### config.mk
export PLATFORM = sky130hd
export DESIGN_NAME = first_fit_heap_allocator
export DESIGN_NICKNAME = d
export VERILOG_FILES = /design/src/hw/rtl/ffha_pkg.sv /design/src/hw/rtl/first_fit_heap_allocator.sv /design/src/hw/rtl/ffha_table.sv /design/src/hw/rtl/ffha_alu.sv
export SDC_FILE = /design/constraint.sdc
export NUM_CORES = 2
export LEC_CHECK = 0
export ABC_AREA = 1
export BUFFER_PORTS_ARGS = -buffer_cell sky130_fd_sc_hd__buf_2
export CAP_MARGIN = 20
export CELL_PAD_IN_SITES_DETAIL_PLACEMENT = 1
export CELL_PAD_IN_SITES_GLOBAL_PLACEMENT = 1
export CORE_AREA = 8 8 405 605
export DETAILED_ROUTE_END_ITERATION = 8
export DIE_AREA = 0 0 413 613
export GPL_TIMING_DRIVEN = 0
export PLACE_DENSITY_LB_ADDON = 0.1
export SKIP_CTS_REPAIR_TIMING = 1
export SYNTH_ARGS = -nofsm -noshare
export SYNTH_HDL_FRONTEND = slang
export SYNTH_SLANG_ARGS = --single-unit
### constraint.sdc
create_clock -name clock -period 6.1 [get_ports clock]
set_input_delay 1.22 -clock clock [delete_from_list [all_inputs] [get_ports clock]]
set_output_delay 1.22 -clock clock [all_outputs]
set_load 0.01 [all_outputs]
### src/hw/rtl/ffha_pkg.sv
`timescale 1ns / 1ps
// ffha_pkg: shared types and constants of the first-fit heap allocator
// no dependencies

package ffha_pkg;

   // width of partition offsets and sizes (heap is at most 65536 bytes)
   localparam int EW = 17;

   // result status codes
   localparam logic [1:0] ST_OK      = 2'd0;
   localparam logic [1:0] ST_FULL    = 2'd1;
   localparam logic [1:0] ST_BADFREE = 2'd2;

   // request mode codes
   localparam logic MODE_ALLOC = 1'b0;
   localparam logic MODE_FREE  = 1'b1;

   // smallest usable heap and rounding granule
   localparam int HEAP_MIN = 64;
   localparam int GRAIN    = 4;

   typedef struct packed {
      logic        mode;
      logic [15:0] request_size;
      logic [15:0] free_offset;
   } req_type;

   typedef struct packed {
      logic [1:0]  status;
      logic [15:0] payload_offset;
   } rsp_type;

   // one partition table entry
   typedef struct packed {
      logic [EW-1:0] start;
      logic [EW-1:0] bytes;
      logic          busy;
   } entry_type;

endpackage

### src/hw/rtl/first_fit_heap_allocator.sv
`timescale 1ns / 1ps
// Allocate or free one heap block per request beat against an address-ordered
// partition table held in a single-port-read memory. A request walks the table
// one entry per cycle through the registered read port; a success then updates
// the table, moving entries when a split inserts or a merge removes table
// entries. The scan and the moves together never pass part_count entries.
// req_ready is low from the accepted beat until its result is handed to the
// output register, and stays low while a finished result waits for it.
// After reset or a heap_size write the table is rebuilt in the S_INIT state.
// Depends on ffha_pkg, ffha_table and ffha_alu.

module first_fit_heap_allocator #(
   parameter int META_BYTES = 16,
   parameter int MAX_PARTS  = 64,
   parameter int HEAP_BYTES = 65536
) (
   input  logic              clock,
   input  logic              reset,
   input  logic              req_valid,
   output logic              req_ready,
   input  ffha_pkg::req_type req_data,
   output logic              rsp_valid,
   input  logic              rsp_ready,
   output ffha_pkg::rsp_type rsp_data,
   input  logic              csr_we,
   input  logic [16:0]       csr_wdata
);
   import ffha_pkg::*;

   localparam int AW   = $clog2(MAX_PARTS);
   localparam int CW   = $clog2(MAX_PARTS + 1);
   localparam int HMAX = (HEAP_BYTES < 65536) ? HEAP_BYTES : 65536;

   localparam logic [EW-1:0] META_C  = EW'(META_BYTES);
   localparam logic [EW-1:0] HMAX_C  = EW'(HMAX);
   localparam logic [EW-1:0] HMIN_C  = EW'(HEAP_MIN);
   localparam logic [EW-1:0] GRAIN_C = EW'(GRAIN);
   localparam logic [CW-1:0] MAXP_C  = CW'(MAX_PARTS);

   typedef enum logic [17:0] {
      S_INIT = 18'h00001,
      S_IDLE = 18'h00002,
      S_SCAN = 18'h00004,
      S_ACHK = 18'h00008,
      S_APAY = 18'h00010,
      S_SHUP = 18'h00020,
      S_ANS  = 18'h00040,
      S_ANB  = 18'h00080,
      S_AWR  = 18'h00100,
      S_FRDN = 18'h00200,
      S_FRDP = 18'h00400,
      S_FMN  = 18'h00800,
      S_FMN2 = 18'h01000,
      S_FMP  = 18'h02000,
      S_FMP2 = 18'h04000,
      S_FWR  = 18'h08000,
      S_SHDN = 18'h10000,
      S_RESP = 18'h20000
   } state_type;

   state_type     state_ff, state_in;
   logic [16:0]   heap_ff, heap_in;
   logic [CW-1:0] count_ff, count_in;
   logic [CW-1:0] ptr_ff, ptr_in;
   logic [CW-1:0] chk_ff, chk_in;
   logic          pend_ff, pend_in;
   logic [CW-1:0] hit_ff, hit_in;
   logic          mode_ff, mode_in;
   logic [EW-1:0] want_ff, want_in;
   logic [EW-1:0] wm_ff, wm_in;
   logic [EW-1:0] need_ff, need_in;
   logic [EW-1:0] tgt_ff, tgt_in;
   logic          tgt_ok_ff, tgt_ok_in;
   entry_type     cur_ff, cur_in;
   entry_type     nxt_ff, nxt_in;
   entry_type     prv_ff, prv_in;
   logic          nxt_ok_ff, nxt_ok_in;
   logic          prv_ok_ff, prv_ok_in;
   logic [EW-1:0] tmp_ff, tmp_in;
   logic          split_ff, split_in;
   logic [1:0]    rm_n_ff, rm_n_in;
   logic [1:0]    status_ff, status_in;
   logic [15:0]   payload_ff, payload_in;
   logic          rsp_valid_ff, rsp_valid_in;
   rsp_type       rsp_data_ff, rsp_data_in;

   // memory and shared unit hookup
   logic          wr_en, rd_en;
   logic [AW-1:0] wr_addr, rd_addr;
   entry_type     wr_data, rd_q;
   logic [EW-1:0] alu_a, alu_b;
   logic          alu_sub, alu_ge, alu_eq;
   logic [EW:0]   alu_res;

   logic [EW-1:0] req_ext, rounded, heap_clamp, heap_eff, first_bytes;
   logic          issue, hit, nfree, pfree;
   logic [CW-1:0] hit_p1, rm_dst;

   ffha_table #(
      .DEPTH (MAX_PARTS),
      .AW    (AW)
   ) u_table (
      .clock   (clock),
      .wr_en   (wr_en),
      .wr_addr (wr_addr),
      .wr_data (wr_data),
      .rd_en   (rd_en),
      .rd_addr (rd_addr),
      .rd_data (rd_q)
   );

   ffha_alu u_alu (
      .op_a   (alu_a),
      .op_b   (alu_b),
      .op_sub (alu_sub),
      .res    (alu_res),
      .ge     (alu_ge),
      .eq     (alu_eq)
   );

   // request size rounded up to the granule, zero becomes one granule
   assign req_ext = {1'b0, req_data.request_size};
   assign rounded = (req_ext + EW'(GRAIN - 1)) & ~EW'(GRAIN - 1);

   // usable heap and payload of the single partition after a clear
   always_comb begin
      heap_clamp  = (heap_ff > HMAX_C) ? HMAX_C : heap_ff;
      heap_eff    = (heap_clamp < HMIN_C) ? HMIN_C : heap_clamp;
      first_bytes = (heap_eff > META_C) ? heap_eff - META_C : '0;
   end

   assign nfree  = nxt_ok_ff & ~nxt_ff.busy;
   assign pfree  = prv_ok_ff & ~prv_ff.busy;
   assign hit_p1 = hit_ff + CW'(1);
   assign rm_dst = pfree ? hit_ff : hit_p1;

   // operand select of the shared unit
   always_comb begin
      alu_a   = '0;
      alu_b   = '0;
      alu_sub = 1'b0;
      case (state_ff)
         S_SCAN: begin
            alu_a   = (mode_ff == MODE_FREE) ? rd_q.start : rd_q.bytes;
            alu_b   = (mode_ff == MODE_FREE) ? tgt_ff : want_ff;
            alu_sub = 1'b1;
         end
         S_ACHK: begin
            alu_a   = cur_ff.bytes;
            alu_b   = need_ff;
            alu_sub = 1'b1;
         end
         S_APAY: begin
            alu_a = cur_ff.start;
            alu_b = META_C;
         end
         S_ANS: begin
            alu_a = cur_ff.start;
            alu_b = wm_ff;
         end
         S_ANB: begin
            alu_a   = cur_ff.bytes;
            alu_b   = wm_ff;
            alu_sub = 1'b1;
         end
         S_FMN: begin
            alu_a = cur_ff.bytes;
            alu_b = nxt_ff.bytes;
         end
         S_FMP: begin
            alu_a = prv_ff.bytes;
            alu_b = cur_ff.bytes;
         end
         S_FMN2, S_FMP2: begin
            alu_a = tmp_ff;
            alu_b = META_C;
         end
         default: begin
            alu_sub = 1'b0;
         end
      endcase
   end

   // scan hit test on the entry returned by the read port
   always_comb begin
      if (mode_ff == MODE_FREE) begin
         hit = pend_ff & rd_q.busy & tgt_ok_ff & alu_eq;
      end else begin
         hit = pend_ff & ~rd_q.busy & alu_ge;
      end
   end

   // sequencer
   always_comb begin
      state_in     = state_ff;
      heap_in      = heap_ff;
      count_in     = count_ff;
      ptr_in       = ptr_ff;
      chk_in       = chk_ff;
      pend_in      = 1'b0;
      hit_in       = hit_ff;
      mode_in      = mode_ff;
      want_in      = want_ff;
      wm_in        = wm_ff;
      need_in      = need_ff;
      tgt_in       = tgt_ff;
      tgt_ok_in    = tgt_ok_ff;
      cur_in       = cur_ff;
      nxt_in       = nxt_ff;
      prv_in       = prv_ff;
      nxt_ok_in    = nxt_ok_ff;
      prv_ok_in    = prv_ok_ff;
      tmp_in       = tmp_ff;
      split_in     = split_ff;
      rm_n_in      = rm_n_ff;
      status_in    = status_ff;
      payload_in   = payload_ff;
      rsp_valid_in = rsp_valid_ff & ~rsp_ready;
      rsp_data_in  = rsp_data_ff;
      issue        = 1'b0;
      wr_en        = 1'b0;
      wr_addr      = '0;
      wr_data      = cur_ff;
      rd_en        = 1'b0;
      rd_addr      = '0;

      case (state_ff)
         // rebuild the table as one free partition
         S_INIT: begin
            wr_en         = 1'b1;
            wr_addr       = '0;
            wr_data.start = '0;
            wr_data.bytes = first_bytes;
            wr_data.busy  = 1'b0;
            count_in      = CW'(1);
            state_in      = S_IDLE;
         end

         // take a request beat
         S_IDLE: begin
            if (req_valid) begin
               mode_in   = req_data.mode;
               want_in   = (req_data.request_size == '0) ? GRAIN_C : rounded;
               wm_in     = ((req_data.request_size == '0) ? GRAIN_C : rounded) + META_C;
               need_in   = ((req_data.request_size == '0) ? GRAIN_C : rounded)
                           + META_C + GRAIN_C;
               tgt_in    = {1'b0, req_data.free_offset} - META_C;
               tgt_ok_in = ({1'b0, req_data.free_offset} >= META_C);
               ptr_in    = '0;
               state_in  = S_SCAN;
            end
         end

         // walk the table, one read issued and one entry checked per cycle
         S_SCAN: begin
            issue   = (ptr_ff < count_ff);
            rd_en   = issue;
            rd_addr = ptr_ff[AW-1:0];
            if (hit) begin
               hit_in   = chk_ff;
               cur_in   = rd_q;
               state_in = (mode_ff == MODE_FREE) ? S_FRDN : S_ACHK;
            end else if (!issue && !pend_ff) begin
               status_in  = (mode_ff == MODE_FREE) ? ST_BADFREE : ST_FULL;
               payload_in = '0;
               state_in   = S_RESP;
            end else begin
               pend_in = issue;
               chk_in  = ptr_ff;
               if (issue) begin
                  ptr_in = ptr_ff + CW'(1);
               end
            end
         end

         // split when a header plus one granule would remain and the table has room
         S_ACHK: begin
            split_in = alu_ge & (count_ff < MAXP_C);
            state_in = S_APAY;
         end

         S_APAY: begin
            payload_in = alu_res[15:0];
            status_in  = ST_OK;
            ptr_in     = count_ff - CW'(1);
            state_in   = split_ff ? S_SHUP : S_AWR;
         end

         // move entries above the hit up by one
         S_SHUP: begin
            issue   = (ptr_ff > hit_ff);
            rd_en   = issue;
            rd_addr = ptr_ff[AW-1:0];
            if (pend_ff) begin
               wr_en   = 1'b1;
               wr_addr = chk_ff[AW-1:0];
               wr_data = rd_q;
            end
            if (issue) begin
               pend_in = 1'b1;
               chk_in  = ptr_ff + CW'(1);
               ptr_in  = ptr_ff - CW'(1);
            end else if (!pend_ff) begin
               state_in = S_ANS;
            end
         end

         S_ANS: begin
            tmp_in   = alu_res[EW-1:0];
            state_in = S_ANB;
         end

         // new free remainder after the hit
         S_ANB: begin
            wr_en         = 1'b1;
            wr_addr       = hit_p1[AW-1:0];
            wr_data.start = tmp_ff;
            wr_data.bytes = alu_res[EW-1:0];
            wr_data.busy  = 1'b0;
            count_in      = count_ff + CW'(1);
            state_in      = S_AWR;
         end

         S_AWR: begin
            wr_en         = 1'b1;
            wr_addr       = hit_ff[AW-1:0];
            wr_data.start = cur_ff.start;
            wr_data.bytes = split_ff ? want_ff : cur_ff.bytes;
            wr_data.busy  = 1'b1;
            state_in      = S_RESP;
         end

         // fetch neighbors of the freed entry
         S_FRDN: begin
            nxt_ok_in = (hit_p1 < count_ff);
            rd_en     = (hit_p1 < count_ff);
            rd_addr   = hit_p1[AW-1:0];
            state_in  = S_FRDP;
         end

         S_FRDP: begin
            nxt_in    = rd_q;
            prv_ok_in = (hit_ff != '0);
            rd_en     = (hit_ff != '0);
            rd_addr   = AW'(hit_ff - CW'(1));
            state_in  = S_FMN;
         end

         S_FMN: begin
            prv_in   = rd_q;
            tmp_in   = alu_res[EW-1:0];
            state_in = S_FMN2;
         end

         S_FMN2: begin
            if (nfree) begin
               cur_in.bytes = alu_res[EW-1:0];
            end
            state_in = S_FMP;
         end

         S_FMP: begin
            tmp_in   = alu_res[EW-1:0];
            state_in = S_FMP2;
         end

         S_FMP2: begin
            if (pfree) begin
               prv_in.bytes = alu_res[EW-1:0];
            end
            state_in = S_FWR;
         end

         // write the merged entry, then close the gap
         S_FWR: begin
            wr_en = 1'b1;
            if (pfree) begin
               wr_addr       = AW'(hit_ff - CW'(1));
               wr_data       = prv_ff;
               wr_data.busy  = 1'b0;
               rm_n_in       = 2'd1 + {1'b0, nfree};
            end else begin
               wr_addr       = hit_ff[AW-1:0];
               wr_data       = cur_ff;
               wr_data.busy  = 1'b0;
               rm_n_in       = {1'b0, nfree};
            end
            ptr_in    = rm_dst + CW'(pfree) + CW'(nfree);
            status_in  = ST_OK;
            payload_in = '0;
            state_in   = S_SHDN;
         end

         // move entries down over the removed ones
         S_SHDN: begin
            issue   = (ptr_ff < count_ff);
            rd_en   = issue;
            rd_addr = ptr_ff[AW-1:0];
            if (pend_ff) begin
               wr_en   = 1'b1;
               wr_addr = chk_ff[AW-1:0];
               wr_data = rd_q;
            end
            if (issue) begin
               pend_in = 1'b1;
               chk_in  = ptr_ff - CW'(rm_n_ff);
               ptr_in  = ptr_ff + CW'(1);
            end else if (!pend_ff) begin
               count_in = count_ff - CW'(rm_n_ff);
               state_in = S_RESP;
            end
         end

         // hand the result to the output register
         S_RESP: begin
            if (!rsp_valid_ff || rsp_ready) begin
               rsp_valid_in               = 1'b1;
               rsp_data_in.status         = status_ff;
               rsp_data_in.payload_offset = payload_ff;
               state_in                   = S_IDLE;
            end
         end

         default: begin
            state_in = S_INIT;
         end
      endcase

      // heap size write rebuilds the table
      if (csr_we) begin
         heap_in  = csr_wdata;
         state_in = S_INIT;
      end
   end

   // control registers
   always_ff @(posedge clock) begin
      if (reset) begin
         state_ff     <= S_INIT;
         heap_ff      <= 17'h10000;
         count_ff     <= CW'(1);
         pend_ff      <= 1'b0;
         rsp_valid_ff <= 1'b0;
      end else begin
         state_ff     <= state_in;
         heap_ff      <= heap_in;
         count_ff     <= count_in;
         pend_ff      <= pend_in;
         rsp_valid_ff <= rsp_valid_in;
      end
   end

   // datapath registers
   always_ff @(posedge clock) begin
      ptr_ff      <= ptr_in;
      chk_ff      <= chk_in;
      hit_ff      <= hit_in;
      mode_ff     <= mode_in;
      want_ff     <= want_in;
      wm_ff       <= wm_in;
      need_ff     <= need_in;
      tgt_ff      <= tgt_in;
      tgt_ok_ff   <= tgt_ok_in;
      cur_ff      <= cur_in;
      nxt_ff      <= nxt_in;
      prv_ff      <= prv_in;
      nxt_ok_ff   <= nxt_ok_in;
      prv_ok_ff   <= prv_ok_in;
      tmp_ff      <= tmp_in;
      split_ff    <= split_in;
      rm_n_ff     <= rm_n_in;
      status_ff   <= status_in;
      payload_ff  <= payload_in;
      rsp_data_ff <= rsp_data_in;
   end

   assign req_ready = (state_ff == S_IDLE);
   assign rsp_valid = rsp_valid_ff;
   assign rsp_data  = rsp_data_ff;

endmodule

### src/hw/rtl/ffha_table.sv
`timescale 1ns / 1ps
// ffha_table: partition table memory, one write and one registered read port
// depends on ffha_pkg

module ffha_table #(
   parameter int DEPTH = 64,
   parameter int AW    = 6
) (
   input  logic                clock,
   input  logic                wr_en,
   input  logic [AW-1:0]       wr_addr,
   input  ffha_pkg::entry_type wr_data,
   input  logic                rd_en,
   input  logic [AW-1:0]       rd_addr,
   output ffha_pkg::entry_type rd_data
);
   import ffha_pkg::*;

   entry_type mem [DEPTH];
   entry_type rd_data_ff;

   // write port
   always_ff @(posedge clock) begin
      if (wr_en) begin
         mem[wr_addr] <= wr_data;
      end
   end

   // registered read port
   always_ff @(posedge clock) begin
      if (rd_en) begin
         rd_data_ff <= mem[rd_addr];
      end
   end

   assign rd_data = rd_data_ff;

endmodule

### src/hw/rtl/ffha_alu.sv
`timescale 1ns / 1ps
// ffha_alu: shared add / subtract-compare unit of the allocator sequencer
// depends on ffha_pkg

module ffha_alu (
   input  logic [ffha_pkg::EW-1:0] op_a,
   input  logic [ffha_pkg::EW-1:0] op_b,
   input  logic                    op_sub,
   output logic [ffha_pkg::EW:0]   res,
   output logic                    ge,
   output logic                    eq
);
   import ffha_pkg::*;

   logic [EW+1:0] full;

   // one extra bit catches the borrow of a subtract
   always_comb begin
      if (op_sub) begin
         full = {2'b00, op_a} - {2'b00, op_b};
      end else begin
         full = {2'b00, op_a} + {2'b00, op_b};
      end
   end

   assign res = full[EW:0];
   assign ge  = ~full[EW+1];
   assign eq  = (full == '0);

endmodule

Word-level counts from Yosys, hierarchy flattened. Memory sizes are Yosys's and may differ from the RTL's. A register that Yosys moved wholly into a read port is not among the register bits. Index checks and enable logic that the tools add are counted. W data, S select, Z words.

Register bits: 281. RAM bits: 2240. Logic and storage cells: 215. Memories kept: 1.

Memory list: u_table.mem (words 64, bits a word 35, read ports 1, clocked after memory_dff 1, write ports 1, RTL line ffha_table.sv:19) `entry_type mem [DEPTH];`.

Add/sub/neg operators: 18. Magnitude comparators: 8. Eq/ne operators: 33. Multiplexer cells: 70. Bitwise logic cells: 14. Reductions and logical operators: 39.

Operators by type and width (number): $pmux W18 S18 (1); $pmux W35 S5 (1); $mux W18 (9); $mux W17 (9); $pmux W17 S6 (1); $pmux W17 S5 (1); $mux W7 (12); $mux W35 (2); $pmux W17 S2 (2); $pmux W16 S3 (1); $pmux W7 S3 (2); $pmux W7 S6 (1); $mux W16 (2); $ne A2 B2 Y1 const B (14); $pmux W6 S4 (1); $add A7 B1 Y7 const B (3); $logic_not A19 Y1 (1); $mux W19 (1); $add A17 B17 Y18 (1); $eq A18 B1 Y1 const B (1); $eq A18 B10 Y1 const B (1); $eq A18 B11 Y1 const B (1); $eq A18 B12 Y1 const B (1); $eq A18 B13 Y1 const B (1); 59 further kinds (112).

Depth between registers and ports, before layout.
Word-level depth: 10. Depth in mapped cells: 35. Depth with buffers taken out: 33.

Cells and area by module. Synthesis repeated with hierarchy kept, for this count alone.

Cells, all modules: 9821. Area, all modules: 109925.4 um2.

Modules (own cells, without submodules): ffha_table (times used 1, cells an instance 7410, area each 91368.9 um2, sequential area each 68315.5 um2); first_fit_heap_allocator (times used 1, cells an instance 1919, area each 16149.2 um2, sequential area each 7757.4 um2); ffha_alu (times used 1, cells an instance 492, area each 2407.3 um2, sequential area each 0.0 um2).

Worst setup path before layout. No wires, ideal clock.

Path kind: register to register. Start point: register state_ff[2]. End point: memory u_table.mem[0][14] (netlist name), data pin. Setup time: 588 ps. Arrival time: 5343 ps. Path slack: 169 ps. Cell stages (with the launch flop): 24. Path buffers: 3. Period minus slack after synthesis: 5931 ps. Cell sequence: dfxtp_1 > nor2_2 > nand2_2 > nor2_4 > buf_4 > nand2_1 > inv_1 > clkbuf_1 > a21o_1 > a211oi_1 > ha_1 > clkbuf_1 > nor2_1 > inv_1 > nor2_1 > inv_1 > o21a_1 > nand2_1 > nand2_1 > nand2_1 > nand2_1 > nand2_1 > nand2_1 > a31oi_1.

RTL lines: start, declared (RTL line first_fit_heap_allocator.sv:61) `state_type state_ff, state_in;`; start signal, assigned (RTL line first_fit_heap_allocator.sv:445) `state_ff <= state_in;`; end, declared (RTL line ffha_table.sv:19).

==> flow_summary.toml <==
[layout]
fin_nets = 10600
regArea_um2 = 76100
multi_input_area_um2 = 30200
layoutNonFillerInstCount = 13800
layout_commonest_cell = "nand2_1"
layout_common_cells = "2641 x nand2_1, 2504 x edfxtp_1, 1944 x nand3_1, 616 x inv_1, 353 x buf_2"
area_growth_pct = 16.3
drive_gt1_share_pct = 12.8
nFillCells = 24500

[synthesis]
synth.area.top_cells = "edfxtp_1 68%, nand2_1 9.1%, nand3_1 8.8%"
syn_area_um2 = 110000
yosysSeqAreaShare_pct = 68.9
synthFlopType = "edfxtp_1"
synth_warnings = 0
async_flop_share_pct = 0
synth_nets = 10000
synth_top_area_cell = "edfxtp_1"
ys_ff_latch = 2548
yosys.area.top_type_share_pct = 68.1
synth_edf_count = 2504
avgSynthCellArea_um2 = 11.2
yosysUniqueCellTypes = 66
synth_cells = 9880

[place]
hpwl_um = 357000
pre_cts_ws_ns = -2.39
gp_congestion = 0.984
dp.cells = 13300
port_buffers = 73

[setup_path]
required_ns = 6.75
r2r_slack_ns = 0.0006
startpoint_type = "flip-flop"
worst-setup-path-type = "reg -> reg"
endpoint_kind = "flip-flop"
critPathArrivalTime_ns = 6.75
crit_fanout = 12

[drt]
post_drt_wl_per_cell_um = 35.3
vias = 84900
dr.pass1.iters = 6
drc = 0
drt-total-wl_um = 486000
ant_nets = 0
dr.first_iter.drc_count = 9623
viasPerCell = 6.17

[die]
core_area_um2 = 236000
ioPinCount = 75
die_x_um = 413
std_cell_rows = 219
die_h_um = 613
start_util_pct = 46.8
dieArea_um2 = 253000

[power_and_ir_drop]
internal-power_uw = 28400
powerDensity_nw_per_um2 = 287
switching_share_pct = 23.0
power_frac_clock_pct = 41.5
pwr-share-seq_pct = 53.2
pwr-share-comb_pct = 5.3
p_leak_uw = 0.0474
peakVddDrop_mv = 0.261
power_uw = 36900
switching_power_uw = 8490

[timing]
fin_ws_ns = 0.000599
tightest_slew_ns = 1.28
finalWorstPathRequiredPeriod_ns = 6.10
max_slew_margin_pct = 14.5
whs_ns = 0.408
setup_viol = 0
clock.fmax_ghz = 0.164
hold_viol = 0
fin_skew_ns = 0.0787
drv_slew = 0
min_period_over_period_pct = 100

[clocking]
cts.sinks = 2548
numCtsBuffers = 245
cts_root_buffer = "clkbuf_16"
clockBufferDepth = 4
clock_latency_ns = 0.97
h-tree-depth = 4
cts_tree = "built"
path_clk_slew_ns = 0.08

[global_route]
grt-ovfl-total = 0
grt_use_total_pct = 37.4
grt_pass1_wl_um = 665000
antenna_found_initial = 17
grt_pass1_vias = 87400
grt_start_max_net_pins = 65

[status]
status = "completed"

[min_path]
hp-class = "reg -> reg"

[job]
maxCapViolations = 0
[cell families after synthesis]
logic type      share of synthesized area, %
xor+xnor                               0.514
buf+inv                                 4.91
simple gates                            19.9
fa+ha+maj                              0.888
compound gates                          4.91
flops                                   68.9
[power groups by stage]
stage	Sequential, µW	Clock [µW]	Combinational (µW)
after floorplan	20100	0	613
after global placement	20200	0	1500
after detailed placement	20000	0	1880
after CTS	19600	15400	1890
after global routing	19600	15900	1970
final	19600	15300	1950
[critical path: stages, from the launching register on]
cell and delay, ns:
edfxtp_1 0.53, buf_8 0.21, buf_4 0.15, clkbuf_2 0.22, clkbuf_4 0.34, nand3_1 0.19, o211ai_1 0.26, buf_4 0.23
ha_1 0.23, fa_1 0.49, inv_1 0.17, nand3_1 0.12, nand2_2 0.16, nand2_1 0.08, nand2_2 0.12, nand4_1 0.12
nand3_1 0.10, nand2_1 0.06, nand2_1 0.10, nand2_4 0.14, a221oi_2 0.24, o211ai_1 0.42, buf_8 0.30, buf_4 0.19
buf_4 0.20, buf_4 0.20, buf_4 0.20
[sequential cells by signal, indices dropped and copies added, names as in the netlist, 2 cells and up]
| name | count |
|---|---|
| chk_ff | 7 |
| count_ff | 7 |
| cur_ff | 35 |
| heap_ff | 17 |
| hit_ff | 7 |
| need_ff | 15 |
| nxt_ff | 18 |
| payload_ff | 16 |
| prv_ff | 35 |
| ptr_ff | 7 |
| rm_n_ff | 2 |
| rsp_data | 18 |
| state_ff | 18 |
| status_ff | 2 |
| tgt_ff | 17 |
| tmp_ff | 17 |
| u_table.mem | 2240 |
| u_table.rd_data | 35 |
| want_ff | 15 |
| wm_ff | 13 |
[synth_stat cells, drive strengths merged (4+ instances only)]
cell type and n:
buf 430, nor4 13, o211ai 159, a32o 5, nand2 2685, xor2 53, o31ai 5, a2111oi 6
a21oi 235, a21o 8, o21bai 4, o21ai 312, nor2 332, nand3b 6, fa 4, nand4 34
inv 645, o21a 6, dfxtp 44, a31oi 8, or2 9, edfxtp 2504, o22ai 21, nand3 1956
a221oi 33, and2 8, a211oi 29, clkinv 9, nor3 37, ha 72, o221ai 33, clkbuf 138
xnor2 11, a22o 8, a22oi 4
[per-stage QoR]
| step | cell area [µm²] | util [%] | setup TNS (ns) |
|---|---|---|---|
| 2_1_floorplan | 110000 | - | 0 |
| 3_3_place_gp | 115000 | 48.6 | - |
| 3_5_place_dp | 120000 | 50.7 | -1316.35 |
| 4_1_cts | 127000 | 53.9 | -1336.51 |
| 5_1_grt | 128000 | 54.4 | -1.81 |
| 6_report | 128000 | 54.4 | 0 |
[layer usage]
layer | global-route usage, % | part of all wire (%)
met5 | 0 | 0.0037
met4 | 31.5 | 10
met3 | 6.09 | 7.3
met2 | 63.8 | 49
met1 | 40.8 | 33
[final timing paths]
path,cells after the start,end,startpoint
setup / recovery,26,u_table.mem[43][15],mode_ff
hold / removal,0,rsp_data[2],payload_ff[2]
setup reg to reg,26,u_table.mem[43][15],mode_ff
hold reg to reg,0,rsp_data[2],payload_ff[2]
[cell type report]
| type | instances | share of cell area [%] |
|---|---|---|
| Sequential cell | 2548 | 59.2 |
| Inverter | 654 | 1.95 |
| Antenna cell | 11 | 0.0214 |
| Clock buffer | 282 | 4.91 |
| Multi-Input combinational cell | 6110 | 23.5 |
| Buffer | 559 | 2.37 |
| Clock inverter | 165 | 1.13 |
| Timing Repair Buffer | 330 | 3.87 |
| Tap cell | 3094 | 3.01 |
No activity file was read; power rests on OpenSTA's default activity.
